[src/rtl/rabi_pkg.sv]
// Shared types, formats and constants for the two-level Rabi propagator.
`default_nettype none

package rabi_pkg;

  localparam int unsigned AMP_BITS = 16;

  // Register indexes of the configuration port
  localparam int unsigned CFG_IDX_W = 1;
  localparam logic [CFG_IDX_W-1:0] REG_COUPLING = 1'b0;
  localparam logic [CFG_IDX_W-1:0] REG_DETUNING = 1'b1;

  localparam logic signed [15:0] COUPLING_RST = 16'sd4096;
  localparam logic signed [15:0] DETUNING_RST = 16'sd0;

  // Datapath widths
  localparam int unsigned SQ_W   = 40;  // radicand and root work word
  localparam int unsigned R16_W  = 20;  // generalized Rabi frequency, Q.16
  localparam int unsigned HALF_W = 39;  // half angle, Q.28
  localparam int unsigned X_W    = 30;  // folded angle and its square, Q.30
  localparam int unsigned P_W    = 31;  // series values in [0, 1], Q.30
  localparam int unsigned REM_W  = 50;  // divider remainder
  localparam int unsigned Q_W    = 31;  // divider quotient

  localparam logic [P_W-1:0] ONE_Q30 = 31'h4000_0000;

  localparam logic [30:0] TWO_PI_Q28     = 31'd1686629713;
  localparam logic [30:0] PI_Q28         = 31'd843314857;
  localparam logic [30:0] HALF_PI_Q28    = 31'd421657428;
  localparam logic [30:0] QUARTER_PI_Q28 = 31'd210828714;

  // Horner divisors, innermost term first
  localparam int unsigned HORNER_STEPS = 6;
  localparam int unsigned SIN_K [HORNER_STEPS] = '{156, 110, 72, 42, 20, 6};
  localparam int unsigned COS_K [HORNER_STEPS] = '{132, 90, 56, 30, 12, 2};

  typedef struct packed {
    logic signed [AMP_BITS-1:0] amp0_re;
    logic signed [AMP_BITS-1:0] amp0_im;
    logic signed [AMP_BITS-1:0] amp1_re;
    logic signed [AMP_BITS-1:0] amp1_im;
    logic        [15:0]         elapsed_time;
  } in_t;

  typedef struct packed {
    logic signed [AMP_BITS-1:0] new_amp0_re;
    logic signed [AMP_BITS-1:0] new_amp0_im;
    logic signed [AMP_BITS-1:0] new_amp1_re;
    logic signed [AMP_BITS-1:0] new_amp1_im;
  } out_t;

endpackage

`default_nettype wire

[src/rtl/rabi_horner_cell.sv]
// One Horner step p <- 1 - x2*p/K over three stages: product, reciprocal, fix-up.
`default_nettype none

module rabi_horner_cell #(
  parameter int unsigned K = 2
) (
  input  wire logic                     clk_i,
  input  wire logic                     en_i,
  input  wire logic [rabi_pkg::X_W-1:0] x2_i,
  input  wire logic [rabi_pkg::P_W-1:0] p_i,
  output logic      [rabi_pkg::X_W-1:0] x2_o,
  output logic      [rabi_pkg::P_W-1:0] p_o
);
  import rabi_pkg::*;

  localparam logic [X_W-1:0] Recip = X_W'((64'd1 << 30) / K);
  localparam logic [7:0]     Kc    = 8'(K);

  logic [X_W+P_W-1:0] prod;
  logic [2*X_W-1:0]   mq;
  logic [X_W+7:0]     qk;
  logic [X_W-1:0]     rem, q;

  logic [X_W-1:0] v1_q, v2_q, q0_q;
  logic [X_W-1:0] x2a_q, x2b_q, x2c_q;
  logic [P_W-1:0] p_q;

  always_comb begin
    prod = x2_i * p_i;
    mq   = v1_q * Recip;
    qk   = q0_q * Kc;
    rem  = v2_q - qk[X_W-1:0];
    // reciprocal estimate is low by at most one
    q    = (rem >= X_W'(Kc)) ? q0_q + 1'b1 : q0_q;
  end

  always_ff @(posedge clk_i) begin
    if (en_i) begin
      v1_q  <= prod[2*X_W-1:X_W];
      x2a_q <= x2_i;
      v2_q  <= v1_q;
      q0_q  <= mq[2*X_W-1:X_W];
      x2b_q <= x2a_q;
      p_q   <= ONE_Q30 - P_W'(q);
      x2c_q <= x2b_q;
    end
  end

  assign x2_o = x2c_q;
  assign p_o  = p_q;

endmodule

`default_nettype wire

[config.mk]
export PLATFORM = sky130hd
export DESIGN_NAME = rabi_horner_cell
export DESIGN_NICKNAME = d
export VERILOG_FILES = /design/src/rtl/rabi_pkg.sv /design/src/rtl/rabi_horner_cell.sv
export SDC_FILE = /design/constraint.sdc
export NUM_CORES = 2
export LEC_CHECK = 0
export ABC_AREA = 0
export BUFFER_PORTS_ARGS = -buffer_cell sky130_fd_sc_hd__buf_2
export CAP_MARGIN = 20
export CORE_AREA = 2 2 257 259
export DETAILED_ROUTE_END_ITERATION = 10
export DIE_AREA = 0 0 259 261
export PLACE_DENSITY = 0.83
export SLEW_MARGIN = 20
export SYNTH_ARGS = -nofsm -noshare
export SYNTH_HDL_FRONTEND = slang
export SYNTH_SLANG_ARGS = --single-unit
[constraint.sdc]
create_clock -name clk_i -period 10.9 [get_ports clk_i]
set_clock_uncertainty 0.15 [all_clocks]
set_input_delay 1.09 -clock clk_i [delete_from_list [all_inputs] [get_ports clk_i]]
set_output_delay 1.09 -clock clk_i [all_outputs]
set_load 0.1 [all_outputs]
# After elaboration in Yosys (flattened, before gate mapping)
# Index checks and enable logic that the tools add are counted.
# totals
reg_bits	210
input_bits	63
out_inout_bits	61
word_cells	13
# op_classes
n_addsub	3
n_mul	1
magnitude_cmp	1
n_mux	1
# ops
operator	count
multiplier 30 x 31 -> 60 bit	1
subtractor 31 x 30 -> 31 bit (first input constant)	1
adder 29 x 1 -> 30 bit (second input constant)	1
>= comparator 30 x 2 -> 1 bit (second input constant)	1
two-way mux 30 bit	1
subtractor 30 bit	1

# Longest topological paths before layout
# logic_depth
word_depth	4
ltp_mapped	27
ltp_nobuf	25

# Least setup slack after synthesis
# OpenSTA, ideal clock, no wires.
# synth_path
kind	in2reg
start	in p_i[10] (netlist name)
end	reg v1_q[17], data pin
setup_ps	259
arrival_time_ps	7860
t_required_ps	10491
path_slack_ps	2631
stages	26
path_buffers	1
path_cell_list	clkbuf_1 > and2_1 > fa_1 > inv_1 > fa_1 > inv_1 > fa_1 > inv_1 > fa_1 > inv_1 > fa_1 > fa_1 > fa_1 > inv_1 > fa_1 > inv_1 > ha_1 > nand2_1 > or4_4 > nor3_2 > a311oi_1 > o211a_1 > a211o_1 > o21ai_0 > a21oi_1 > xnor2_1
# synth_via
elab_chain_len	1
# synth_rtl
item	line	text
start: declaration	rabi_horner_cell.sv:10	input wire logic [rabi_pkg::P_W-1:0] p_i,
multiplier 30 x 31 -> 60 bit	rabi_horner_cell.sv:29	prod = x2_i * p_i;
via prod[47]	rabi_horner_cell.sv:19	logic [X_W+P_W-1:0] prod;
end signal: assignment	rabi_horner_cell.sv:39	v1_q <= prod[2*X_W-1:X_W];
end: declaration	rabi_horner_cell.sv:24	logic [X_W-1:0] v1_q, v2_q, q0_q;
# The timed path passes the listed nets, and every way through them passes these cells.
# A chain may end at the register's enable or synchronous reset.

# Worst setup path after layout
# layout_path
start	in p_i[9] (netlist name)
end	reg v1_q[25], data pin
# Same word-level chain as after synthesis.

==> flow_summary.yaml <==
setup_path:
  worst_setup_path_end_kind: "flip-flop"
  worst-endpoint-arrival_ns: 9.29
  crit_path_max_fanout: 30
  worstPathRequired_ns: 10.98
  critical_path_class: "in2reg"
  start_kind: "input port"
  r2r_cells: 5
outcome:
  status: "complete, no violations"
drt:
  vias_per_cell: 5.579
  dr.pass1.iters: 6
  drt_wl_total_um: 89740
  first_iter_violations: 1773
  dr_total_vias: 24410
  wl_per_cell_um: 20.51
  antenna_left: 0
  drc_errors: 0
floorplan:
  die_area_um2: 67600
  pin_count: 124
  dieWidth_um: 259
  start_util: 0.5451
  core_um2: 65040
  fp-row-count: 94
  chipHeight_um: 261
timing:
  fin_crit_ns: 9.214
  max_slew_margin: 0.3425
  slew_viol_final: 0
  holdWs_ns: 0.2559
  setup_tns_ns: 0
  hold_viol: 0
  max_freq_mhz: 108.5
  setup_viol: 0
  period_share: 0.8453
  tightest_slew_ns: 0.9795
  rsz0062_at_grt: "no"
clocking:
  cts.repair.resized: 0
  clock-sinks: 179
  hold_buffers: 0
  htree_levels: 4
  insertion_delay_ns: 0.46
  cts_root_buf: "clkbuf_16"
  clock_path_buffers: 2
  clk_pin_slew_ns: 0.08
  cts_tree: "built"
  cts_made_buffers: 17
  post-cts-setup-buffer-count: 0
logic_synthesis:
  ys.flop_type: "edfxtp_1"
  yosys-top-cells-area: "fa_1, edfxtp_1, and2_1"
  yosys_register_bits: 179
  syn_nets: 4638
  synth_edf_count: 179
  avgSynthCellArea_um2: 10.05
  synthArstFlopShare: 0
  postSynthCellCount: 3528
  synth_area_um2: 35450
  synth_cell_types: 58
  yosysWarningCount: 0
  yosys.area.top_type: "fa_1"
  seq_area_frac_synth: 0.1516
  yosysTopAreaCellShare: 0.4551
cells_and_area:
  layout_common_cells: "inv_1, fa_1, and2_1, nand2_1, ha_1"
  syn_to_final_growth_pct: 4.726
  layout_commonest_cell: "inv_1"
  nets: 4608
  drive_above_1_share: 0.05212
job:
  maxCapViolCount: 0
global_routing:
  grt_max_degree: 116
  grt_use_total: 0.2793
  antenna_found_initial: 4
  grt_pass1_wl_um: 144200
  grt_overflow: 0
  grt_pass1_vias: 27040
placement:
  io_buffers: 123
  dpl.hpwl_um: 67840
  routabilityCongestion: 0.9276
worst_hold_path:
  hold_path_class: "reg2reg"
  whs_path_depth: 0
## sequential cells by signal, summed over array words and instances (netlist names)
signal / cells
p_o: 31
v2_q: 29
x2a_q: 30
x2_o: 30
x2b_q: 30
v1_q: 29
## kinds of logic (layout without fill, tap and decap cells)
kind of cell	after synthesis	after routing	synth area share
simple gates	1086	1086	0.1591
fa+ha+maj	1047	1047	0.5402
buf+inv	1005	988	0.1069
flops	179	179	0.1516
compound gates	150	150	0.02710
xor+xnor	60	60	0.01482
mux	1	1	0.0002823
other cells	0	1	0
## final timing paths
kind,start,endpoint,slack [ns]
setup / recovery,p_i[9],v1_q[25],1.69
hold / removal,x2a_q[19],x2b_q[19],0.26
setup reg to reg,v2_q[10],p_o[24],8.15
hold reg to reg,x2a_q[19],x2b_q[19],0.26
## worst max-delay path: stages
cell      delay, ns
buf_2          0.73
and2_1         0.28
fa_1           0.42
fa_1           0.55
inv_1          0.06
fa_1           0.43
fa_1           0.52
fa_1           0.55
inv_1          0.06
fa_1           0.45
fa_1           0.49
inv_1          0.05
fa_1           0.48
inv_1          0.05
ha_1           0.32
nand2_1        0.09
or3_1          0.34
a21oi_1        0.56
nand3_1        0.19
o32ai_1        0.78
o221ai_1       0.37
nand2b_1       0.20
a21oi_1        0.09
xnor2_1        0.13
## per-layer routing
metal,track usage,share of wire,vias up
li1,-,-,10280
met3,0.04162,0.074,344
met4,0.1665,0.067,0
met2,0.4831,0.50,1152
met1,0.3327,0.36,12640
met5,0,0,-
## cell usage after synthesis, drive strengths merged (3+ instances only)
cell type,n
o211ai,6
o21a,9
nand3,11
nand2b,3
and3,8
nor2,38
o21ai,30
a31oi,6
xor2,16
a311oi,3
nand4,11
a21oi,52
or2,3
nor4,6
or3,10
fa,806
a21o,20
ha,241
nor3,18
xnor2,44
nand2,419
o211a,3
and2,546
inv,815
edfxtp,179
nor2b,4
or4,4
clkbuf,188
## layout make-up
class	instances	area, um2
timing repair buffer	141	759.5
antenna	1	2.502
clock buffer	17	425.4
tap	864	1081
fill	5306	27910
inverter	815	3059
clock inverter	15	138.9
multi-input combinational	2344	26290
sequential	179	5375
## stage by stage
step | instance area, um2 | setup WS, ns | util | cells
floorplan | 35450 | 2.631 | - | 3528
global placement | 36560 | 1.480 | 0.5622 | 4343
detailed placement | 36560 | 1.365 | 0.5622 | 4343
CTS | 37130 | 1.858 | 0.5708 | 4375
global route | 37130 | 1.585 | 0.5708 | 4375
finish | 37130 | 1.686 | 0.5709 | 4376
Power is not shown: default switching activity piles up to over one toggle a cycle in this logic, so the estimate is an artifact.
