[config.mk]
export PLATFORM = sky130hd
export DESIGN_NAME = rabi_div_cell
export DESIGN_NICKNAME = d
export VERILOG_FILES = /design/src/rtl/rabi_pkg.sv /design/src/rtl/rabi_div_cell.sv
export SDC_FILE = /design/constraint.sdc
export NUM_CORES = 1
export LEC_CHECK = 0
export ABC_AREA = 1
export ABC_CLOCK_PERIOD_IN_PS = 4000
export BUFFER_PORTS_ARGS = -buffer_cell sky130_fd_sc_hd__buf_4
export CORE_MARGIN = 5
export CORE_UTILIZATION = 57
export DETAILED_ROUTE_END_ITERATION = 16
export GPL_TIMING_DRIVEN = 0
export PLACE_DENSITY = 0.95
export RECOVER_POWER = 50
export SLEW_MARGIN = 5
export SYNTH_ARGS = -nofsm -noshare
export SYNTH_HDL_FRONTEND = slang
export SYNTH_SLANG_ARGS = --single-unit
[constraint.sdc]
create_clock -name clk_i -period 4 [get_ports clk_i]
set_input_delay 0.4 -clock clk_i [delete_from_list [all_inputs] [get_ports clk_i]]
set_output_delay 0.4 -clock clk_i [all_outputs]
set_load 0.01 [all_outputs]
[src/rtl/rabi_pkg.sv]
// Shared types, formats and constants for the two-level Rabi propagator.
`default_nettype none

package rabi_pkg;

  localparam int unsigned AMP_BITS = 16;

  // Register indexes of the configuration port
  localparam int unsigned CFG_IDX_W = 1;
  localparam logic [CFG_IDX_W-1:0] REG_COUPLING = 1'b0;
  localparam logic [CFG_IDX_W-1:0] REG_DETUNING = 1'b1;

  localparam logic signed [15:0] COUPLING_RST = 16'sd4096;
  localparam logic signed [15:0] DETUNING_RST = 16'sd0;

  // Datapath widths
  localparam int unsigned SQ_W   = 40;  // radicand and root work word
  localparam int unsigned R16_W  = 20;  // generalized Rabi frequency, Q.16
  localparam int unsigned HALF_W = 39;  // half angle, Q.28
  localparam int unsigned X_W    = 30;  // folded angle and its square, Q.30
  localparam int unsigned P_W    = 31;  // series values in [0, 1], Q.30
  localparam int unsigned REM_W  = 50;  // divider remainder
  localparam int unsigned Q_W    = 31;  // divider quotient

  localparam logic [P_W-1:0] ONE_Q30 = 31'h4000_0000;

  localparam logic [30:0] TWO_PI_Q28     = 31'd1686629713;
  localparam logic [30:0] PI_Q28         = 31'd843314857;
  localparam logic [30:0] HALF_PI_Q28    = 31'd421657428;
  localparam logic [30:0] QUARTER_PI_Q28 = 31'd210828714;

  // Horner divisors, innermost term first
  localparam int unsigned HORNER_STEPS = 6;
  localparam int unsigned SIN_K [HORNER_STEPS] = '{156, 110, 72, 42, 20, 6};
  localparam int unsigned COS_K [HORNER_STEPS] = '{132, 90, 56, 30, 12, 2};

  typedef struct packed {
    logic signed [AMP_BITS-1:0] amp0_re;
    logic signed [AMP_BITS-1:0] amp0_im;
    logic signed [AMP_BITS-1:0] amp1_re;
    logic signed [AMP_BITS-1:0] amp1_im;
    logic        [15:0]         elapsed_time;
  } in_t;

  typedef struct packed {
    logic signed [AMP_BITS-1:0] new_amp0_re;
    logic signed [AMP_BITS-1:0] new_amp0_im;
    logic signed [AMP_BITS-1:0] new_amp1_re;
    logic signed [AMP_BITS-1:0] new_amp1_im;
  } out_t;

endpackage

`default_nettype wire

[src/rtl/rabi_div_cell.sv]
// One restoring step of the unsigned divide by the Rabi frequency.
`default_nettype none

module rabi_div_cell #(
  parameter int unsigned I = 0
) (
  input  wire logic                       clk_i,
  input  wire logic                       en_i,
  input  wire logic [rabi_pkg::REM_W-1:0] rem_i,
  input  wire logic [rabi_pkg::Q_W-1:0]   q_i,
  input  wire logic [rabi_pkg::R16_W-1:0] d_i,
  output logic      [rabi_pkg::REM_W-1:0] rem_o,
  output logic      [rabi_pkg::Q_W-1:0]   q_o
);
  import rabi_pkg::*;

  localparam logic [Q_W-1:0] QBit = Q_W'(1) << I;

  logic [REM_W:0]   dsh;
  logic             ge;
  logic [REM_W-1:0] rem_d, rem_q;
  logic [Q_W-1:0]   q_d, q_q;

  always_comb begin
    dsh   = (REM_W + 1)'(d_i) << I;
    ge    = ({1'b0, rem_i} >= dsh);
    rem_d = ge ? rem_i - dsh[REM_W-1:0] : rem_i;
    q_d   = ge ? (q_i | QBit) : q_i;
  end

  always_ff @(posedge clk_i) begin
    if (en_i) begin
      rem_q <= rem_d;
      q_q   <= q_d;
    end
  end

  assign rem_o = rem_q;
  assign q_o   = q_q;

endmodule

`default_nettype wire

# Word-level counts from Yosys, hierarchy flattened
# Cells that the tools add are included.
dict set report word_totals {
  reg_bits 81
  in_bits 103
  out_inout_bits 81
  elab_cells 6
}
dict set report op_classes {
  add_sub_neg 1
  order_cmp 1
  muxes 1
}
# operator n
set ops {}
lappend ops {{$ge 50x20->1} 1}
lappend ops {{$mux 50} 1}
lappend ops {{$sub 50x20->50} 1}

# Logic depth before layout (Yosys ltp)
dict set report depth {
  ltp_word 2
  depth_mapped 16
  mapped_depth_nobuf 16
}

# Least setup slack after synthesis
# Ideal clock, no wire load.
dict set report synth_path {
  path_kind {in2reg}
  startpoint {input port rem_i[0] (netlist name)}
  endpoint {register rem_q[17] (netlist: rem_o[17]), data pin}
  setup_time_ns 0.252
  arrival_time_ns 1.962
  required_ns 3.748
  setup_slack_ns 1.786
  stages 16
  path_buffers 2
  cell_sequence {inv_1 > ha_1 > inv_1 > fa_1 > nand3_1 > nor2_1 > nand2_1 > nor2_1 > nor2_1 > nand2_2 > nand2_1 > nand2_4 > buf_6 > buf_8 > nand2_1 > nand2_1}
}
dict set report synth_via {
  elab_chain_len 2
  elab_cells_between_ends 3
  cone_classes {add/sub (1); order compare (1); mux (1)}
}
# element line
set synth_lines {}
lappend synth_lines {{from (decl)} rabi_div_cell.sv:9} ;# input wire logic [rabi_pkg::REM_W-1:0] rem_i,
lappend synth_lines {{$sub 50x20->50 or $ge 50x20->1 (tied branches)} {rabi_div_cell.sv:27, rabi_div_cell.sv:26}}
lappend synth_lines {{$mux 50 (*)} rabi_div_cell.sv:27} ;# rem_d = ge ? rem_i - dsh[REM_W-1:0] : rem_i;
lappend synth_lines {{via rem_d[17]} rabi_div_cell.sv:21} ;# logic [REM_W-1:0] rem_d, rem_q;
lappend synth_lines {{to (signal assigned)} rabi_div_cell.sv:33} ;# rem_q <= rem_d;
lappend synth_lines {{to (decl)} rabi_div_cell.sv:21}
# The timed path passes the listed nets; every way through them passes the cells marked *.
# A chain may end at the register's enable or synchronous reset.

# Worst setup path after layout
dict set report layout_path {
  startpoint {input port rem_i[0] (netlist name)}
  endpoint {register rem_q[20] (netlist: rem_o[20]), data pin}
}
# The elaborated chain is that of the path after synthesis.

==> flow_metrics.env <==
export IMPL_status="complete, but fails checks"
export IMPL_fp_dieH_um=111.9
export IMPL_clk_pin_slew_ns=0.10
export IMPL_p_leak_nw=3.648
export IMPL_worstMarginPinSlew_ns=2.010
export IMPL_hold_buffers=0
export IMPL_cpPeakStageDelay_ns=0.41
export IMPL_drt_initial_drc_count=667
export IMPL_fmax_mhz=406.1
export IMPL_synth_common_cells="nand2_1 (274), inv_1 (146), edfxtp_1 (81), nor2_1 (71), nand3_1 (53)"
export IMPL_syn_cell_area_mm2=0.005921
export IMPL_grt_pass1_wl_mm=31.37
export IMPL_crit_path_max_fanout=4
export IMPL_grt_usage=0.3235
export IMPL_avgSynthCellArea_um2=7.382
export IMPL_setup_violations=0
export IMPL_period_share=0.6156
export IMPL_final_util=0.7420
export IMPL_core_mm2=0.01023
export IMPL_clock_root_buffer="clkbuf_8"
export IMPL_pin_count=184
export IMPL_start_util=0.5787
export IMPL_detailed_place_hpwl_mm=15.96
export IMPL_vdd_ir_drop_max_v=0.0001852
export IMPL_gp_congestion=1.007
export IMPL_crit_top_cell="nand2_1"
export IMPL_slew_headroom=-0.3400
export IMPL_period_needed_ns=2.462
export IMPL_whs_path_depth=1
export IMPL_synth_area_leaders="edfxtp_1 (41%), nand2_1 (17%), inv_1 (9.3%)"
export IMPL_yosysTopAreaCell="edfxtp_1"
export IMPL_die_w_um=111.9
export IMPL_criticalPathCategory="input port to register"
export IMPL_min_path_type="input port to register"
export IMPL_p_switching_mw=0.7664
export IMPL_remaining_drc_errors=0
export IMPL_ys_seq_elements=81
export IMPL_grt_ovfl_total=0
export IMPL_num_nets_final=1120
export IMPL_hold_viol=0
export IMPL_synthFlopType="edfxtp_1"
export IMPL_clkSinkCount=81
export IMPL_yosysMostFrequentCell="nand2_1"
export IMPL_power_total_mw=2.315
export IMPL_syn_inst=802
export IMPL_post_drt_wl_per_cell_um=18.20
export IMPL_drtPass1Iterations=8
export IMPL_die_area_mm2=0.01253
export IMPL_diodes=0
export IMPL_grt_setup_unrepaired="no"
export IMPL_cts_resized=0
export IMPL_p_seq_frac=0.461
export IMPL_cts_made_buffers=9
export IMPL_power_density_mw_per_mm2=305.0
export IMPL_cts_buffer_depth=2
export IMPL_cts_htree_levels=3
export IMPL_cp_required_ns=4.13
export IMPL_cp_arrival_ns=2.59
export IMPL_violations="max-capacitance violations, max-slew violations"
export IMPL_crit_slowest_cell="fa_1"
export IMPL_startpoint_type="input port"
export IMPL_ys_seq_area_frac=0.4108
export IMPL_io_buffers=183
export IMPL_sw_frac_of_total=0.3311
export IMPL_drive_gt1_frac=0.2547
export IMPL_async_reset_ff_frac=0
export IMPL_setup_tns_ns=0
export IMPL_routed_wl_mm=20.69
export IMPL_ys_warnings_count=0
export IMPL_grt_pass1_vias=5851
export IMPL_antenna_found_initial=0
export IMPL_clockPowerShare=0.251
export IMPL_cts_setup_buffers=0
export IMPL_num_rows=37
export IMPL_drv_cap=1
export IMPL_intPower_mw=1.549
export IMPL_slew_violations=82
export IMPL_drtAntennaViolNets=0
export IMPL_crit_chain="buf_4 > inv_1 > ha_1 > inv_1 > fa_1 > nand3_1 > nand3_1 > nand2_1 > nand2_1 > nand2_1 > nand2_1 > nand2_1 > nand2_1 > nand2_1 > nand2_1 > nand2_1 > inv_1"
export IMPL_combPwrFrac=0.288
export IMPL_critPathCaptureType="register"
export IMPL_tritoncts="done"
export IMPL_area_growth_pct=28.21
export IMPL_num_vias=6207
export IMPL_synth_edf_count=81
export IMPL_avgViaCountPerCell=5.459
export IMPL_grt_max_degree=82
export IMPL_synth_cell_type_count=31
export IMPL_synth_top_cell_area_share=0.4108
export IMPL_synth_fp_nets=926
==> power by group through the flow <==
stage	combinational [mW]	clock, mW	sequential, mW
6_report	0.667	0.582	1.07
2_1_floorplan	0.283	0	1.13
4_1_cts	0.667	0.578	1.07
3_3_place_gp	0.635	0	1.08
3_5_place_dp	0.656	0	1.08
5_1_grt	0.714	0.614	1.08
==> layout by cell type (no fill, tap or decap), drive strengths merged, types with 13 or more instances in the layout <==
master / n
xnor2: 13
clkbuf: 50
nand4: 14
o21ai: 15
a21oi: 32
ha: 20
inv: 153
nor3: 16
nand2: 285
nor2: 91
buf: 149
nand3: 53
edfxtp: 81
==> worst max-delay path, delay by kind of cell <==
kind / cells / cell delay, ns
fa+ha+maj: 2 / 0.54
simple gates: 11 / 1.35
buf+inv: 4 / 0.28
==> metrics by stage <==
step,hold slack [ns],cells,instance area [um^2],worst slack [ns]
global route,0.2012,1137,7591,1.444
CTS,0.1842,1137,7642,1.594
finish,0.2126,1137,7591,1.538
global placement,0.5779,1121,7465,1.375
detailed placement,0.5796,1121,7465,1.270
floorplan,0.4989,802,5921,1.786
==> metal layers <==
layer / GRT usage / share of wire / vias to the layer above
met5: 0 / 0 / -
met3: 0.05543 / 0.10 / 57
li1: - / - / 2932
met1: 0.4030 / 0.38 / 2795
met4: 0.1111 / 0.031 / 0
met2: 0.5663 / 0.48 / 423
==> state kept, by name, indices dropped and copies added (netlist names) <==
| register | count |
|---|---|
| rem_o | 50 |
| q_o | 31 |
==> logic make-up (layout without fill, tap and decap cells) <==
family / after synthesis / in the layout / synth area share
AND/OR/NAND/NOR: 476 / 476 / 0.3500
buffers and inverters: 158 / 357 / 0.1118
flip-flops: 81 / 81 / 0.4108
AO/OA/AOI/OAI: 50 / 50 / 0.05811
adder cells (fa/ha/maj): 21 / 21 / 0.04565
XOR/XNOR: 16 / 16 / 0.02367
==> layout make-up <==
| cell class | count | area [um^2] |
|---|---|---|
| Multi-Input combinational cell | 563 | 2826 |
| Tap cell | 136 | 170.2 |
| Fill cell | 787 | 2640 |
| Sequential cell | 81 | 2432 |
| Buffer | 7 | 90.09 |
| Clock inverter | 7 | 53.80 |
| Timing Repair Buffer | 183 | 1323 |
| Clock buffer | 9 | 123.9 |
| Inverter | 151 | 571.8 |
==> path summary, 6_finish.rpt <==
path | start | to | slack (ns)
max | rem_i[0] | rem_o[20]$_DFFE_PP_ | 1.54
min | q_i[6] | q_o[6]$_DFFE_PP_ | 0.21
Power figures use the tool's default switching activity.
