**src/rtl/rabi_pkg.sv**
```systemverilog
// Shared types, formats and constants for the two-level Rabi propagator.
`default_nettype none

package rabi_pkg;

  localparam int unsigned AMP_BITS = 16;

  // Register indexes of the configuration port
  localparam int unsigned CFG_IDX_W = 1;
  localparam logic [CFG_IDX_W-1:0] REG_COUPLING = 1'b0;
  localparam logic [CFG_IDX_W-1:0] REG_DETUNING = 1'b1;

  localparam logic signed [15:0] COUPLING_RST = 16'sd4096;
  localparam logic signed [15:0] DETUNING_RST = 16'sd0;

  // Datapath widths
  localparam int unsigned SQ_W   = 40;  // radicand and root work word
  localparam int unsigned R16_W  = 20;  // generalized Rabi frequency, Q.16
  localparam int unsigned HALF_W = 39;  // half angle, Q.28
  localparam int unsigned X_W    = 30;  // folded angle and its square, Q.30
  localparam int unsigned P_W    = 31;  // series values in [0, 1], Q.30
  localparam int unsigned REM_W  = 50;  // divider remainder
  localparam int unsigned Q_W    = 31;  // divider quotient

  localparam logic [P_W-1:0] ONE_Q30 = 31'h4000_0000;

  localparam logic [30:0] TWO_PI_Q28     = 31'd1686629713;
  localparam logic [30:0] PI_Q28         = 31'd843314857;
  localparam logic [30:0] HALF_PI_Q28    = 31'd421657428;
  localparam logic [30:0] QUARTER_PI_Q28 = 31'd210828714;

  // Horner divisors, innermost term first
  localparam int unsigned HORNER_STEPS = 6;
  localparam int unsigned SIN_K [HORNER_STEPS] = '{156, 110, 72, 42, 20, 6};
  localparam int unsigned COS_K [HORNER_STEPS] = '{132, 90, 56, 30, 12, 2};

  typedef struct packed {
    logic signed [AMP_BITS-1:0] amp0_re;
    logic signed [AMP_BITS-1:0] amp0_im;
    logic signed [AMP_BITS-1:0] amp1_re;
    logic signed [AMP_BITS-1:0] amp1_im;
    logic        [15:0]         elapsed_time;
  } in_t;

  typedef struct packed {
    logic signed [AMP_BITS-1:0] new_amp0_re;
    logic signed [AMP_BITS-1:0] new_amp0_im;
    logic signed [AMP_BITS-1:0] new_amp1_re;
    logic signed [AMP_BITS-1:0] new_amp1_im;
  } out_t;

endpackage

`default_nettype wire

```
**src/rtl/rabi_sqrt_cell.sv**
```systemverilog
// One restoring step of the integer square root.
`default_nettype none

module rabi_sqrt_cell #(
  parameter int unsigned J = 0
) (
  input  wire logic                      clk_i,
  input  wire logic                      en_i,
  input  wire logic [rabi_pkg::SQ_W-1:0] n_i,
  input  wire logic [rabi_pkg::SQ_W-1:0] r_i,
  output logic      [rabi_pkg::SQ_W-1:0] n_o,
  output logic      [rabi_pkg::SQ_W-1:0] r_o
);
  import rabi_pkg::*;

  localparam logic [SQ_W-1:0] Bit = SQ_W'(1) << (2 * J);

  logic [SQ_W-1:0] rb;
  logic            ge;
  logic [SQ_W-1:0] n_d, n_q, r_d, r_q;

  always_comb begin
    rb  = r_i + Bit;
    ge  = (n_i >= rb);
    n_d = ge ? n_i - rb : n_i;
    r_d = ge ? (r_i >> 1) + Bit : (r_i >> 1);
  end

  always_ff @(posedge clk_i) begin
    if (en_i) begin
      n_q <= n_d;
      r_q <= r_d;
    end
  end

  assign n_o = n_q;
  assign r_o = r_q;

endmodule

`default_nettype wire

```
**config.mk**
```make
export PLATFORM = sky130hd
export DESIGN_NAME = rabi_sqrt_cell
export DESIGN_NICKNAME = d
export VERILOG_FILES = /design/src/rtl/rabi_pkg.sv /design/src/rtl/rabi_sqrt_cell.sv
export SDC_FILE = /design/constraint.sdc
export NUM_CORES = 1
export LEC_CHECK = 0
export BUFFER_PORTS_ARGS = -buffer_cell sky130_fd_sc_hd__buf_2
export CAP_MARGIN = 5
export CORE_ASPECT_RATIO = 1.75
export CORE_MARGIN = 1.5
export CORE_UTILIZATION = 50
export DETAILED_ROUTE_END_ITERATION = 7
export PLACE_DENSITY = 0.75
export SYNTH_ARGS = -nofsm -noshare
export SYNTH_HDL_FRONTEND = slang
export SYNTH_SLANG_ARGS = --single-unit
export TNS_END_PERCENT = 50
```
**constraint.sdc**
```tcl
create_clock -name clk_i -period 4.45 [get_ports clk_i]
set_input_delay 0.445 -clock clk_i [delete_from_list [all_inputs] [get_ports clk_i]]
set_output_delay 0.445 -clock clk_i [all_outputs]
set_load 0.02 [all_outputs]
```
==> Yosys cells after proc, flatten, opt, wreduce, memory -nomap -nowiden <==
Index checks and enable logic that the tools add are counted.
{ "word_totals": {"regBits": 80, "output_inout_bits": 80, "elab_cells": 9} }
{ "op_classes": {"add_sub_neg": 3, "magnitude_cmp": 1, "mux": 2} }
{ "op_table": {"columns": ["operator", "n"], "rows": [
  ["$add 39x1->40 const B", 1],
  ["$add 40x1->40 const B", 1],
  ["$ge 40x40->1", 1],
  ["$mux 40", 1],
  ["$sub 40x40->40", 1],
  ["$mux 39", 1]
]} }

==> Depth between registers and ports, before layout <==
{ "depth": {"depth_word": 3, "depth_mapped": 21, "depth_no_buf": 17} }

==> Least setup slack after synthesis <==
OpenSTA, ideal clock, no wires.
{ "synth_path": {"path_kind": "input-to-reg", "startpoint": "input r_i[5] (netlist name)", "endpoint": "register n_q[39] (netlist: n_o[39]) (data pin)", "setup_ns": 0.262, "arrival_ns": 3.835, "required_time_ns": 4.188, "slack_ns": 0.353, "path_stages": 20, "path_buffers": 3, "cell_sequence": "clkbuf_1 -> and4_1 -> and3_1 -> and2_1 -> clkbuf_1 -> nand3_1 -> nor2_1 -> nand2_1 -> xor2_1 -> ha_1 -> clkbuf_1 -> a21o_1 -> a21o_1 -> a21oi_1 -> o21ai_0 -> a21o_1 -> a221o_1 -> a31oi_1 -> xor2_1 -> o21ai_0"} }
{ "synth_between": {"elab_chain_cells": 3, "elab_cells_between_ends": 4} }
{ "synth_rtl": {"columns": ["item", "line", "source"], "rows": [
  ["start, declared", "rabi_sqrt_cell.sv:10", "input wire logic [rabi_pkg::SQ_W-1:0] r_i,"],
  ["$add 40x1->40 (*)", "rabi_sqrt_cell.sv:23", "rb = r_i + Bit;"],
  ["$sub 40x40->40 / $ge 40x40->1 (equally long branches)", "rabi_sqrt_cell.sv:25, rabi_sqrt_cell.sv:24", null],
  ["$mux 40 (*)", "rabi_sqrt_cell.sv:25", "n_d = ge ? n_i - rb : n_i;"],
  ["via n_d[39]", "rabi_sqrt_cell.sv:20", "logic [SQ_W-1:0] n_d, n_q, r_d, r_q;"],
  ["end signal, assigned", "rabi_sqrt_cell.sv:31", "n_q <= n_d;"],
  ["end, declared", "rabi_sqrt_cell.sv:20", null]
]} }
Mark *: on every way through the listed nets, which the timed path passes. The rest lies on a longest branch.
A chain may end at the register's enable or synchronous reset.

==> Worst setup path after layout <==
{ "layout_path": {"startpoint": "input r_i[7] (netlist name)", "endpoint": "register r_q[24] (netlist: r_o[24]) (data pin)"} }
{ "layout_between": {"elab_chain_cells": 3, "elab_cells_between_ends": 4} }
{ "layout_rtl": {"columns": ["item", "line", "source"], "rows": [
  ["$add 40x1->40", "rabi_sqrt_cell.sv:23", null],
  ["$ge 40x40->1", "rabi_sqrt_cell.sv:24", "ge = (n_i >= rb);"],
  ["$mux 39 (*)", "rabi_sqrt_cell.sv:26", "r_d = ge ? (r_i >> 1) + Bit : (r_i >> 1);"],
  ["via r_d[24]", "rabi_sqrt_cell.sv:20", null],
  ["end signal, assigned", "rabi_sqrt_cell.sv:32", "r_q <= r_d;"],
  ["end, declared", "rabi_sqrt_cell.sv:20", null]
]} }
Marked as above.

==> key figures <==
STA
  – Achievable Freq: 240 MHz
  – Final setup fails: 0
  – Slew @ Worst Pin: 1.04 ns
  – Min Hold Slack: 0.390 ns
  – Max-slew violation count: 0
  – Rel. slew slack: 30.7%
  – Final hold violation count: 0
  – Final cycle utilization of the critical path: 93.8%
  – Min cycle time layout: 4.17 ns
  – RSZ-0062 raised after global routing: no

Synth
  – Synthesized area: 6540 um2
  – Main synth FF type: edfxtp_1
  – Largest area contributor in the netlist: edfxtp_1
  – Top cell type's share of synthesized area: 36.7%
  – Commonest cells in the netlist: nand2_1 (95), edfxtp_1 (80), xor2_1 (62), o21ai_0 (52), nor2_1 (51)
  – Post-synth ARST share: 0%
  – Syn Inst Count: 729
  – Top cells by area, synth: edfxtp_1 (37%), xor2_1 (8.3%), ha_1 (8.0%)
  – YS warnings: 0
  – Syn nets: 854
  – Synth Register Bits: 80
  – Sequential area share after synthesis: 36.7%
  – Post-synth EDFFs: 80
  – Syn avg cell area: 8.97 um2
  – Most frequent cell after synthesis: nand2_1
  – Distinct cells, synth: 49

Clock tree
  – Clk buf depth: 2
  – Clock sink count: 80
  – CTS buffer count: 9
  – Root Buffer: clkbuf_16
  – Worst-path clk slew: 0.07 ns
  – CTS tree: built
  – Post CTS Setup Buffer Count: 0
  – H-tree levels: 3

Die
  – Initial Util: 50.8%
  – Row count: 55
  – Die area: 13800 um2
  – Core area: 12900 um2
  – Num ports: 162
  – Die Y: 154 um
  – Die W: 89.5 um

Placement
  – Detailed Place HPWL: 16600 um
  – Gp weighted congestion: 1.01
  – IO Port Bufs: 161
  – Placed inst area: 7940 um2

Detailed routing
  – DRT Wirelength: 20600 um
  – Routed vias/inst: 5.84
  – Drt pass-1 iters: 5
  – DRC viols: 0
  – Via count: 6481
  – Initial DRC Count: 410
  – Post-DR wirelength/cell: 18.6 um
  – Antenna Nets Post-Route: 0

Setup path
  – Slowest stage delay, CP: 0.56 ns
  – CP Data Arrival Time: 4.30 ns
  – CP bufs+invs: 3
  – CP max-delay cell: or4_1
  – CP endpoint kind: flop
  – Max Fanout on Critical Path: 7
  – Cells along the critical path: buf_2, and4_1, and3_1, and2_1, nand2_1, xor2_1, ha_1, nand2_1, or4_1, nor3_2, o31ai_2, buf_4, a21oi_2, buf_12, nand4_1, xnor2_1
  – Crit-path most repeated cell: nand2_1
  – Crit path launch type: input port
  – Kind of critical path: in2reg
  – Worst Path Required: 4.57 ns
  – CP top delay family: simple AND/OR/NAND/NOR gates

Status
  – Outcome: completed

Flow run
  – Max Cap Viol: 0

Finish
  – Final instance area: 8230 um2
  – Register area: 2400 um2
  – Area grow syn2layout: 25.8%
  – Multi-input gate area: 3960 um2
  – Final nets: 1058
  – Layout cells sized above 1: 27.4%
  – Fill cells: 1174
  – # diodes: 0

Hold path
  – Worst hold stages: 3
  – Hold EP: n_o[0]$_DFFE_PP_
  – Hold Crit Class: in2reg
  – HP Start: n_i[0]

Global route
  – Initial antenna violation count: 0
  – Vias in the first global route: 6449
  – Global route total overflow: 0
  – Largest net degree at the start of global routing: 81
  – First-pass GRT wire length: 31900 um
  – GRT Total Usage: 30.6%

Pwr
  – Leak: 3.45 nW
  – Pwr Density: 310 nW/um2
  – VDD IR max: 194 uV
## per-stage QoR
| step | utilization (%) | TNS [ns] | instances | power, mW | worst slack [ns] |
|---|---|---|---|---|---|
| 3_3_place_gp | 61.7 | -0.371 | 1093 | 1.81 | -0.108 |
| 2_1_floorplan | - | 0 | 729 | 1.50 | 0.353 |
| 6_report | 64.0 | 0 | 1109 | 2.55 | 0.275 |
| 4_1_cts | 63.9 | 0 | 1109 | 2.56 | 0.304 |
| 3_5_place_dp | 61.7 | -0.0347 | 1093 | 1.82 | -0.0347 |
| 5_1_grt | 64.0 | 0 | 1109 | 2.67 | 0.0165 |
## power breakdown
part	switching [mW]	leakage [nW]	total [mW]	internal, mW
clock network	0.343	0.135	0.732	0.389
logic	0.522	2.53	0.856	0.334
registers	0.0225	0.782	0.960	0.938
## how the worst max path moves through the flow
stage | from | endpoint | cells after the start | slack (ns)
finish | r_i[7] | r_o[24]$_DFFE_PP_ | 16 | 0.28
floorplan | r_i[5] | n_o[39]$_DFFE_PP_ | 20 | 0.35
global placement | r_i[2] | r_o[35]$_DFFE_PP_ | 17 | -0.11
detailed placement | r_i[2] | r_o[35]$_DFFE_PP_ | 17 | -0.03
CTS | r_i[2] | r_o[35]$_DFFE_PP_ | 17 | 0.30
global route | r_i[4] | r_o[35]$_DFFE_PP_ | 15 | 0.02
## layout by cell type (no fill, tap or decap), drive strengths merged, types with 26 or more instances in the layout
cell type  netlist  final
buf             10    227
nand2           95     95
edfxtp          80     80
xor2            62     62
o21ai           58     58
nor2            51     51
xnor2           47     47
a21oi           44     44
ha              42     42
nand4           30     30
nand3           26     26
## state kept, by name, summed over array words and instances, names as in the netlist
signal / flops
n_o: 40
r_o: 40
## final cells by class
type | instances | area share [%]
Multi-Input combinational cell | 606 | 48.1
Sequential cell | 80 | 29.2
Timing Repair Buffer | 227 | 16.1
Clock buffer | 9 | 2.74
Tap cell | 171 | 2.60
Clock inverter | 7 | 0.805
Inverter | 9 | 0.410
## cells by family after synthesis
group                      share of synthesized area (%)
and+or+nand+nor                                     21.4
AOI/OAI and AO/OA                                   15.4
xor gates and xnor gates                            14.6
DFF                                                 36.7
buffers and inverters                               2.83
adders and majority gates                           8.34
muxes                                              0.688
## per-layer routing
layer	track usage (%)	vias to the layer above	routed length, um
li1	-	3080	-
met1	31.9	3060	7250
met2	55.7	262	11100
met3	3.74	79	909
met4	19.2	0	1320
met5	0	-	0
## timing repair
action                                 4_1_cts  5_1_grt
gates resized for setup                      0        1
setup endpoints to repair                    0        1
hold buffers                                 0        0
endpoints found under the hold margin        0        0
No activity file was read; power rests on OpenSTA's default activity.
