## src/rtl/rabi_pkg.sv

```systemverilog
// Shared types, formats and constants for the two-level Rabi propagator.
`default_nettype none

package rabi_pkg;

  localparam int unsigned AMP_BITS = 16;

  // Register indexes of the configuration port
  localparam int unsigned CFG_IDX_W = 1;
  localparam logic [CFG_IDX_W-1:0] REG_COUPLING = 1'b0;
  localparam logic [CFG_IDX_W-1:0] REG_DETUNING = 1'b1;

  localparam logic signed [15:0] COUPLING_RST = 16'sd4096;
  localparam logic signed [15:0] DETUNING_RST = 16'sd0;

  // Datapath widths
  localparam int unsigned SQ_W   = 40;  // radicand and root work word
  localparam int unsigned R16_W  = 20;  // generalized Rabi frequency, Q.16
  localparam int unsigned HALF_W = 39;  // half angle, Q.28
  localparam int unsigned X_W    = 30;  // folded angle and its square, Q.30
  localparam int unsigned P_W    = 31;  // series values in [0, 1], Q.30
  localparam int unsigned REM_W  = 50;  // divider remainder
  localparam int unsigned Q_W    = 31;  // divider quotient

  localparam logic [P_W-1:0] ONE_Q30 = 31'h4000_0000;

  localparam logic [30:0] TWO_PI_Q28     = 31'd1686629713;
  localparam logic [30:0] PI_Q28         = 31'd843314857;
  localparam logic [30:0] HALF_PI_Q28    = 31'd421657428;
  localparam logic [30:0] QUARTER_PI_Q28 = 31'd210828714;

  // Horner divisors, innermost term first
  localparam int unsigned HORNER_STEPS = 6;
  localparam int unsigned SIN_K [HORNER_STEPS] = '{156, 110, 72, 42, 20, 6};
  localparam int unsigned COS_K [HORNER_STEPS] = '{132, 90, 56, 30, 12, 2};

  typedef struct packed {
    logic signed [AMP_BITS-1:0] amp0_re;
    logic signed [AMP_BITS-1:0] amp0_im;
    logic signed [AMP_BITS-1:0] amp1_re;
    logic signed [AMP_BITS-1:0] amp1_im;
    logic        [15:0]         elapsed_time;
  } in_t;

  typedef struct packed {
    logic signed [AMP_BITS-1:0] new_amp0_re;
    logic signed [AMP_BITS-1:0] new_amp0_im;
    logic signed [AMP_BITS-1:0] new_amp1_re;
    logic signed [AMP_BITS-1:0] new_amp1_im;
  } out_t;

endpackage

`default_nettype wire

```

## src/rtl/rabi_mod_cell.sv

```systemverilog
// One conditional subtract of 2*pi times a power of two from the half angle.
`default_nettype none

module rabi_mod_cell #(
  parameter int unsigned K = 0
) (
  input  wire logic                        clk_i,
  input  wire logic                        en_i,
  input  wire logic [rabi_pkg::HALF_W-1:0] h_i,
  output logic      [rabi_pkg::HALF_W-1:0] h_o
);
  import rabi_pkg::*;

  localparam logic [HALF_W-1:0] Step = HALF_W'(TWO_PI_Q28) << K;

  logic [HALF_W-1:0] h_d, h_q;

  assign h_d = (h_i >= Step) ? h_i - Step : h_i;

  always_ff @(posedge clk_i) begin
    if (en_i) begin
      h_q <= h_d;
    end
  end

  assign h_o = h_q;

endmodule

`default_nettype wire

```

## config.mk

```make
export PLATFORM = sky130hd
export DESIGN_NAME = rabi_mod_cell
export DESIGN_NICKNAME = d
export VERILOG_FILES = /design/src/rtl/rabi_pkg.sv /design/src/rtl/rabi_mod_cell.sv
export SDC_FILE = /design/constraint.sdc
export NUM_CORES = 1
export LEC_CHECK = 0
export ABC_AREA = 1
export CORE_ASPECT_RATIO = 0.6
export CORE_MARGIN = 10
export CORE_UTILIZATION = 35
export CTS_BUF_LIST = sky130_fd_sc_hd__clkbuf_8
export CTS_CLUSTER_SIZE = 30
export DETAILED_ROUTE_END_ITERATION = 10
export DONT_BUFFER_PORTS = 1
export PLACE_DENSITY = 0.5
export SLEW_MARGIN = 20
export SYNTH_ARGS = -nofsm -noshare
export SYNTH_HDL_FRONTEND = slang
export SYNTH_SLANG_ARGS = --single-unit
export TNS_END_PERCENT = 20
```

## constraint.sdc

```tcl
create_clock -name clk_i -period 2.75 [get_ports clk_i]
set_input_delay 0.6875 -clock clk_i [delete_from_list [all_inputs] [get_ports clk_i]]
set_output_delay 0.6875 -clock clk_i [all_outputs]
set_load 0.01 [all_outputs]
```

# Word level (Yosys, flattened, before mapping)
# Index checks and enable logic that the tools add are counted.
# word_totals
latch_bits,0
mem_count,0
elab_cells,4
mem_bits_rw,0
regBits,39
mem_bits_ro,0
inputBits,41
# classes
eq_ne,0
n_mul,0
shifts,0
muxes,1
order_cmp,1
div,0
bitwise,0
addsub,1
reduce_logical,0
# ops
cell,count
$ge A39 B31 Y1 const B,1
$mux W39,1
$sub A39 B31 Y39 const B,1

# Longest topological paths before layout
# Gate-level depths: netlist (run 1).
# depth
ltp_word,2
ltp_mapped,14
mapped_depth_nobuf,14

# Worst setup path after synthesis (run 1)
# Ideal clock, no wire load.
# synth_timing
kind,input to register
startpoint,input h_i[5] (netlist name)
endpoint,"register h_q[26], in the netlist h_o[26] (data pin)"
stages,13
setup_slack_ps,693
arrival_time_ps,1805
path_buffers,1
cell_sequence,inv_1 > nand2_1 > nor2_1 > nand2_1 > nand3_1 > nand2_1 > nand3_2 > nand2_4 > nand2_8 > buf_6 > nand2_1 > nand2_1 > nand2_1
# synth_between
elab_chain_len,2
# synth_lines
item,line_no,rtl
"start, declared",rabi_mod_cell.sv:9,"input wire logic [rabi_pkg::HALF_W-1:0] h_i,"
$sub A39 B31 Y39 / $ge A39 B31 Y1 (equally long branches),rabi_mod_cell.sv:18,assign h_d = (h_i >= Step) ? h_i - Step : h_i;
$mux W39 *,rabi_mod_cell.sv:18,
named net h_d[26],rabi_mod_cell.sv:16,"logic [HALF_W-1:0] h_d, h_q;"
"end signal, assigned",rabi_mod_cell.sv:22,h_q <= h_d;
"end, declared",rabi_mod_cell.sv:16,
# The timed path passes the listed nets; every way through them passes the cells marked *.
# A chain may end at the register's enable or synchronous reset.

# Final worst setup path (run 1)
# layout_timing
startpoint,input h_i[22] (netlist name)
endpoint,"register h_q[21], in the netlist h_o[21] (data pin)"
# layout_between
elab_chain_len,2
# layout_lines
item,line_no
$ge A39 B31 Y1,rabi_mod_cell.sv:18
$mux W39,rabi_mod_cell.sv:18
named net h_d[21],rabi_mod_cell.sv:16
# The timed path passes the listed nets, and every way through them passes these cells.

==> out/metrics.yaml, run 1 <==
outcome: "finished, final reports clean"
num_vias: 3377
postCtsHoldBufs: 0
final_antenna_net_count: 0
gp_congestion: 0.9307
grt_overflow_total: 0
ys_seq_area_share_pct: 34.12
cp_num_buf_inv: 2
seq_area_mm2: 0.001171
antenna_found_initial: 0
max_slew_margin_pct: 68.53
synth_nets: 592
gr-usage-all-layers_pct: 15.46
core_area_mm2: 0.009358
maxCapViolCount: 0
nets: 595
yosys_warnings: 0
required_ns: 2.80
clkTransAtPathRegs_ns: 0.08
layout_common_cells: "226 x nand2_1, 71 x inv_1, 69 x nor2_1"
final_common_cell: "nand2_1"
htree_levels: 2
crit_type: "in2reg"
drive_above_1_share_pct: 5.063
grt_pass1_wl_mm: 17.42
tightest_slew_ns: 0.4672
cp_cell_sequence: "nor2_2, nand2_1, inv_1, nand2_1, nor2_1, nand2_1, nand3_2, nand2_4, nand2_8, inv_2, nand2_1, nand2_1"
cp_top_family: "simple AND/OR/NAND/NOR gates"
yosys.area_share.adder_pct: 0.7291
ys_types: 31
power_density_mw_per_mm2: 383.0
setup_tns_ns: 0
crit_top_cell: "nand2_1"
cts_buffers: 5
diodes: 0
clockBufferDepth: 2
syn_to_final_growth_pct: 5.614
cp_max_fo: 64
cp_data_arrival_time_ns: 2.24
multi_input_area_mm2: 0.001903
wirelength_mm: 11.36
synth_mux_area_share_pct: 0
yosys.area_share.simple_pct: 46.08
synth_compound_area_share_pct: 6.380
nFillCells: 1014
drt_iter0_markers: 266
drv_slew: 0
avgViaCountPerCell: 4.944
startpoint_type: "primary input"
syn_area_per_cell_um2: 6.251
grt_pass1_vias: 2992
synth-xor-area-share_pct: 2.260
end_kind: "flop"
largest_register_ffs: 39
period_share_pct: 79.60
clock-sinks: 39
firstDrtPassIters: 5
std_cell_rows: 27
finalSetupViolations: 0
cts_tree: "yes"
syn_area_mm2: 0.003432
total_power_w: 0.001388
io_pins: 80
fin_crit_ns: 2.189
die-height_um: 96.71
cts-root-buf: "clkbuf_8"
p_leak_nw: 1.814
port_buffers: 0
post-cts-setup-buffers: 0
die-width_um: 147.8
hpwlAfterDp_mm: 9.286
hold_viol_final: 0
cts_resized: 0
routedWlPerCell_um: 16.63
grt_setup_unrepaired: "false"
grt_max_degree: 65
start_util_pct: 36.68
synth-seq-cells: 39
cp_slowest_cell: "nand2_8"
drc: 0
cp_slowest_stage_delay_ns: 0.30
hold_class: "in2reg"
die_area_mm2: 0.01430
vdd_drop_max_mv: 0.1535
fmax_mhz: 456.8
synth_top_family_by_area: "simple AND/OR/NAND/NOR gates"
synthCells: 549
path summary, 6_finish.rpt:
kind / start / end / slack [ns] / depth (start not counted)
worst max-delay path: h_i[22] / h_o[21] / 0.56 / 12
worst min-delay path: en_i / h_o[32] / 0.49 / 0
synthesized netlist by cell type (all sizes together):
cell type    n  area [um^2]
nand3       58        295.3
inv         76        285.3
nor4         1        6.260
o21ai       20        103.9
nor2        75        296.5
ha           2        25.02
nand4        4        25.02
a31oi        1        6.260
nor3         7        40.04
a21oi       12        71.32
nand3b       1        7.510
edfxtp      39         1171
and2         1        6.260
a21boi       1        7.510
buf          7        72.56
o21bai       4        30.03
xor2         8        77.58
nand2      229        885.8
and3         3        18.77
power by group:
group	internal [W]	switching, W
logic	0.0000762	0.000156
registers	0.000726	0.0000517
clock network	0.000170	0.000209
total	0.000972	0.000416
layout make-up:
type | count | area share [%]
clock inverter | 3 | 0.3107
clock buffer | 5 | 1.899
multi-input combinational | 427 | 52.50
timing repair buffer | 3 | 0.6213
sequential | 39 | 32.31
inverter | 76 | 7.870
tap | 130 | 4.487
logic make-up (layout without fill, tap and decap cells):
kind of cell    after synthesis  after routing
fa+ha+maj                     2              2
compound gates               38             38
buf+inv                      83             87
simple gates                379            379
xor+xnor                      8              8
flops                        39             39
through the flow:
stage | cell area, um^2 | hold WS (ns) | instances | setup WS [ns] | utilization [%]
floorplan | 3432 | 0.8000 | 549 | 0.6930 | -
global placement | 3545 | 0.8068 | 675 | 0.2986 | 37.88
detailed placement | 3545 | 0.8065 | 675 | 0.2819 | 37.88
CTS | 3625 | 0.4835 | 683 | 0.6084 | 38.74
global route | 3625 | 0.4735 | 683 | 0.3505 | 38.74
finish | 3625 | 0.4928 | 683 | 0.5610 | 38.74
metal layers:
metal | GRT usage, % | share of wire (%) | vias up | routed length (um)
met5 | 0 | 0 | - | 0
met4 | 2.485 | 0.43 | 0 | 49
met3 | 7.842 | 13 | 7 | 1482
met2 | 19.68 | 36 | 126 | 4110
met1 | 22.47 | 50 | 1496 | 5713
li1 | - | - | 1748 | -
Power figures use the tool's default switching activity.
==> inputs of run 2 (changes only) <==
--- a/config.mk
+++ b/config.mk
@@ -13,7 +13,7 @@
 export CTS_CLUSTER_SIZE = 30
 export DETAILED_ROUTE_END_ITERATION = 10
 export DONT_BUFFER_PORTS = 1
-export PLACE_DENSITY = 0.5
+export PLACE_DENSITY = 0.52
 export SLEW_MARGIN = 20
 export SYNTH_ARGS = -nofsm -noshare
 export SYNTH_HDL_FRONTEND = slang
==> constraint.sdc (replaced) <==
create_clock -name clk_i -period 2 [get_ports clk_i]
set_input_delay 0.5 -clock clk_i [delete_from_list [all_inputs] [get_ports clk_i]]
set_output_delay 0.5 -clock clk_i [all_outputs]
set_load 0.01 [all_outputs]
==> run 2 against run 1 <==
Power up 56%. Largest cell class unchanged. Cell area rose by 17%. Sequential share of layout area down 4.8 points. Routed wire length is 6.8% higher. Non-clock buffer count rose by 75. Setup slack got worse by 0.33 ns.
==> out/metrics.yaml, run 2 (synthesized netlist as in run 1, its figures left out) <==
io_pins: 80  # unchanged
largest_register_ffs: 39  # unchanged
nFillCells: 1001  # was 1014
cp_data_arrival_time_ns: 1.84  # was 2.24 ns
cp_slowest_cell: "ha_1"  # was nand2_8
avgViaCountPerCell: 4.760  # was 4.944
max_slew_margin_pct: 72.74  # was 68.53%
hold_path_end: "h_o[27]"  # was h_o[32]
finalSetupViolations: 0  # unchanged
dp_cells: 750  # was 675
finalCoreUtilization_pct: 45.45  # was 38.74%
fin_crit_ns: 1.769
tightest_slew_ns: 0.4089  # was 0.4672 ns
port_buffers: 0  # unchanged
fmax_mhz: 565.2
die-width_um: 147.8  # unchanged
post-cts-setup-buffers: 0  # unchanged
period_share_pct: 88.46
cts_buffers: 5  # unchanged
syn_to_final_growth_pct: 23.92  # was 5.614%
maxCapViolCount: 0  # unchanged
power_density_mw_per_mm2: 510.6  # was 383.0 mW/mm^2
min_path_cells: 0  # unchanged
final_common_cell: "nand2_1"  # unchanged
firstDrtPassIters: 4  # was 5
clockBufferDepth: 2  # unchanged
hold_viol_final: 0  # unchanged
start_util_pct: 36.68  # unchanged
routedWlPerCell_um: 16.01  # was 16.63 um
postCtsHoldBufs: 0  # unchanged
p_leak_nw: 2.204  # was 1.814 nW
final_antenna_net_count: 0  # unchanged
std_cell_rows: 27  # unchanged
crit_top_cell: "nand2_1"  # unchanged
cp_cell_sequence: "inv_1, ha_1, nand2_1, nand2_1, nand2_1, nand2_1, nand2_1, nand2_1, nand2_1, nand2_1, nand2_1, nand2_1, nand2_1, nand2_1"  # was nor2_2, nand2_1, inv_1, nand2_1, nor2_1, nand2_1, nand3_2, nand2_4, nand2_8, inv_2, nand2_1, nand2_1
hpwlAfterDp_mm: 10.16  # was 9.286 mm
grt_pass1_vias: 3323  # was 2992
die-height_um: 96.71  # unchanged
nets: 670  # was 595
layout_common_cells: "226 x nand2_1, 75 x buf_4, 70 x inv_1"  # was 226 x nand2_1, 71 x inv_1, 69 x nor2_1
crit_type: "in2reg"  # unchanged
clkTransAtPathRegs_ns: 0.09  # was 0.08 ns
drc: 0  # unchanged
gr-usage-all-layers_pct: 16.90  # was 15.46%
cts_tree: "yes"  # unchanged
core_area_mm2: 0.009358  # unchanged
holdCritStartpoint: "en_i"  # unchanged
cts-root-buf: "clkbuf_8"  # unchanged
diodes: 0  # unchanged
grt_overflow_total: 0  # unchanged
grt_pass1_wl_mm: 19.35  # was 17.42 mm
fin_cells: 758  # was 683
cp_slowest_stage_delay_ns: 0.21  # was 0.30 ns
drive_above_1_share_pct: 16.72  # was 5.063%
grt_max_degree: 40  # was 65
num_vias: 3608  # was 3377
die_area_mm2: 0.01430  # unchanged
clock-sinks: 39  # unchanged
drt_iter0_markers: 322  # was 266
total_power_w: 0.002172  # was 0.001388 W
end_kind: "flop"  # unchanged
htree_levels: 2  # unchanged
startpoint_type: "primary input"  # unchanged
cp_max_fo: 4  # was 64
wirelength_mm: 12.13  # was 11.36 mm
gp_congestion: 0.9255  # was 0.9307
required_ns: 2.07  # was 2.80 ns
drv_slew: 0  # unchanged
antenna_found_initial: 0  # unchanged
vdd_drop_max_mv: 0.2292  # was 0.1535 mV
cts_resized: 0  # unchanged
outcome: "finished, final reports clean"  # unchanged
grt_setup_unrepaired: "false"  # unchanged
hold_class: "in2reg"  # unchanged
==> run 2: changes by cell type in the layout (fill, tap and decap cells not counted) <==
cell / before / now
bufinv_16: 0 / 1
clkinv_2: 0 / 1
inv_1: 71 / 70
buf_4: 3 / 75
buf_12: 0 / 3
clkinv_1: 2 / 1
==> run 2: report_power, final <==
part	internal, W	total [W]	switching (W)	leakage [nW]
Sequential	0.000999	0.00107	0.0000718	0.381
Clock	0.000366	0.000688	0.000322	0.0556
Combinational	0.000181	0.000413	0.000232	1.77
==> run 2: through the flow <==
stage | setup slack [ns] | TNS [ns] | cell area (um^2) | hold slack, ns
2_1_floorplan | 0.1305 | 0 | 3432 | 0.6125
3_3_place_gp | -0.1052 | -0.2169 | 4145 | 0.6170
3_5_place_dp | -0.09424 | -0.6005 | 4145 | 0.6187
4_1_cts | 0.2389 | 0 | 4253 | 0.2879
5_1_grt | 0.02881 | 0 | 4253 | 0.2806
6_report | 0.2308 | 0 | 4253 | 0.2928
==> run 2: worst max-delay path: cells and delay by family <==
family	cells	cell delay [ns]
fa+ha+maj	1	0.21
buf+inv	1	0.05
simple gates	12	1.09
==> run 2: worst max path at each step <==
stage | startpoint | endpoint | slack [ns] | cells after the start
floorplan | h_i[5] | h_o[26] | 0.13 | 13
global placement | h_i[0] | h_o[26] | -0.11 | 14
detailed placement | h_i[0] | h_o[26] | -0.09 | 14
CTS | h_i[0] | h_o[26] | 0.24 | 14
global route | h_i[1] | h_o[26] | 0.03 | 14
finish | h_i[0] | h_o[26] | 0.23 | 14
==> run 2: cell type report <==
cell class                      instances  area [um^2]  area share (%)
Multi-Input combinational cell        427         1903           44.75
Sequential cell                        39         1171           27.54
Timing Repair Buffer                   78        623.1           14.65
Inverter                               76        285.3           6.708
Tap cell                              130        162.7           3.825
Clock buffer                            5        68.82           1.618
Clock inverter                          3        38.79          0.9120
==> run 2: per-layer routing <==
metal	vias up	track usage, %	share of wire, %
met4	0	2.560	0.54
met1	1584	26.62	53
met3	9	6.032	11
met2	130	20.92	36
li1	1885	-	-
met5	-	0	0
==> inputs of run 3 (changes only) <==
--- a/config.mk
+++ b/config.mk
@@ -13,7 +13,7 @@
 export CTS_CLUSTER_SIZE = 30
 export DETAILED_ROUTE_END_ITERATION = 10
 export DONT_BUFFER_PORTS = 1
-export PLACE_DENSITY = 0.52
+export PLACE_DENSITY = 0.5
 export SLEW_MARGIN = 20
 export SYNTH_ARGS = -nofsm -noshare
 export SYNTH_HDL_FRONTEND = slang
==> constraint.sdc (replaced) <==
create_clock -name clk_i -period 1.9 [get_ports clk_i]
set_input_delay 0.475 -clock clk_i [delete_from_list [all_inputs] [get_ports clk_i]]
set_output_delay 0.475 -clock clk_i [all_outputs]
set_load 0.01 [all_outputs]
==> run 3 against run 2 <==
Global-route usage up 0.095 points. Die area is the same. Non-clock buffer count grew 19. Count of clock-buffer cells in the layout did not move. Hold slack worse by 0.017 ns. Sequential share of layout area decreased by 1.1 points. Power grew 6.6%. Routed wire length up 3.0%. Core utilization grew 1.9 points. First-iteration DRC count is 14% higher.
==> out/metrics.yaml, run 3 (synthesized netlist as in run 1, its figures left out) <==
outcome: "finished, final reports clean"  # unchanged
port_buffers: 0  # unchanged
diodes: 0  # unchanged
p_leak_nw: 2.307  # was 2.204 nW
gp_congestion: 0.9262  # was 0.9255
routedWlPerCell_um: 16.08  # was 16.01 um
grt_pass1_vias: 3428  # was 3323
vdd_drop_max_mv: 0.2384  # was 0.2292 mV
core_area_mm2: 0.009358  # unchanged
start_util_pct: 36.68  # unchanged
drc: 0  # unchanged
crit_type: "in2reg"  # unchanged
tightest_slew_ns: 0.4489  # was 0.4089 ns
clock-sinks: 39  # unchanged
grt_setup_unrepaired: "false"  # unchanged
io_pins: 80  # unchanged
dpl_cell_area_mm2: 0.004313  # was 0.004145 mm^2
wirelength_mm: 12.50  # was 12.13 mm
htree_levels: 2  # unchanged
postCtsHoldBufs: 0  # unchanged
drive_above_1_share_pct: 19.63  # was 16.72%
firstDrtPassIters: 5  # was 4
clkTransAtPathRegs_ns: 0.08  # was 0.09 ns
antenna_found_initial: 0  # unchanged
drt_iter0_markers: 367  # was 322
end_kind: "flop"  # unchanged
maxCapViolCount: 0  # unchanged
num_vias: 3680  # was 3608
hpwlAfterDp_mm: 10.55  # was 10.16 mm
gr-usage-all-layers_pct: 16.99  # was 16.90%
die-height_um: 96.71  # unchanged
final_area_mm2: 0.004428  # was 0.004253 mm^2
cp_data_arrival_time_ns: 1.79  # was 1.84 ns
layout_common_cells: "224 x nand2_1, 92 x buf_4, 70 x inv_1"  # was 226 x nand2_1, 75 x buf_4, 70 x inv_1
syn_to_final_growth_pct: 29.02  # was 23.92%
fin_crit_ns: 1.724
finalSetupViolations: 0  # unchanged
grt_overflow_total: 0  # unchanged
period_share_pct: 90.74
hold_class: "in2reg"  # unchanged
grt_max_degree: 40  # unchanged
fmax_mhz: 580.0
final_antenna_net_count: 0  # unchanged
power_density_mw_per_mm2: 522.7  # was 510.6 mW/mm^2
final_common_cell: "nand2_1"  # unchanged
cts_tree: "yes"  # unchanged
cts_resized: 0  # unchanged
cts-root-buf: "clkbuf_8"  # unchanged
cp_max_fo: 14  # was 4
post-cts-setup-buffers: 0  # unchanged
hold_viol_final: 0  # unchanged
clockBufferDepth: 2  # unchanged
drv_slew: 0  # unchanged
std_cell_rows: 27  # unchanged
die_area_mm2: 0.01430  # unchanged
grt_pass1_wl_mm: 19.26  # was 19.35 mm
largest_register_ffs: 39  # unchanged
nets: 689  # was 670
nFillCells: 990  # was 1001
startpoint_type: "primary input"  # unchanged
avgViaCountPerCell: 4.736  # was 4.760
setup_tns_ns: 0  # unchanged
die-width_um: 147.8  # unchanged
required_ns: 1.96  # was 2.07 ns
cts_buffers: 5  # unchanged
max_slew_margin_pct: 69.76  # was 72.74%
-- run 3: per-layer routing --
layer	vias up	global-route usage [%]	share of wire, %
li1	1929	-	-
met1	1631	25.78	51
met4	0	2.937	0.54
met2	109	21.98	37
met5	-	0	0
met3	11	6.218	11
-- run 3: worst paths after layout --
check             startpoint       to  slack, ns  depth (start not counted)
setup / recovery     h_i[22]  h_o[26]       0.18                         11
hold / removal          en_i  h_o[27]       0.28                          0
-- run 3: worst max-delay path, stage by stage --
cell	delay (ns)
nor2_2	0.19
nand2_1	0.13
nor2_2	0.15
nand2_1	0.11
nor2_2	0.19
a21oi_4	0.10
nand2_8	0.13
buf_12	0.15
nand2_1	0.06
nand2_1	0.05
nand2_1	0.05
-- run 3: where the power goes --
group	switching [W]	internal (W)	total (W)	leakage, nW
clock network	0.000337	0.000385	0.000723	0.0556
logic	0.000251	0.000213	0.000464	1.87
registers	0.0000770	0.00105	0.00113	0.381
-- run 3: area by class of cell --
class                           count  area, um^2  share of cell area (%)
Clock buffer                        5       68.82                   1.554
Clock inverter                      3       38.79                  0.8760
Inverter                           76       285.3                   6.443
Multi-Input combinational cell    427        1911                   43.15
Sequential cell                    39        1171                   26.45
Tap cell                          130       162.7                   3.673
Timing Repair Buffer               97       790.8                   17.86
-- run 3: through the flow --
stage | setup WS, ns | total power (W) | util [%] | std cells | hold slack, ns
2_1_floorplan | 0.05546 | 0.001386 | - | 549 | 0.5875
3_3_place_gp | -0.2277 | 0.001606 | 46.09 | 769 | 0.5922
3_5_place_dp | -0.2355 | 0.001608 | 46.09 | 769 | 0.5935
4_1_cts | 0.09932 | 0.002351 | 47.24 | 777 | 0.2647
5_1_grt | 0.02448 | 0.002443 | 47.32 | 777 | 0.2543
6_report | 0.1759 | 0.002314 | 47.32 | 777 | 0.2758
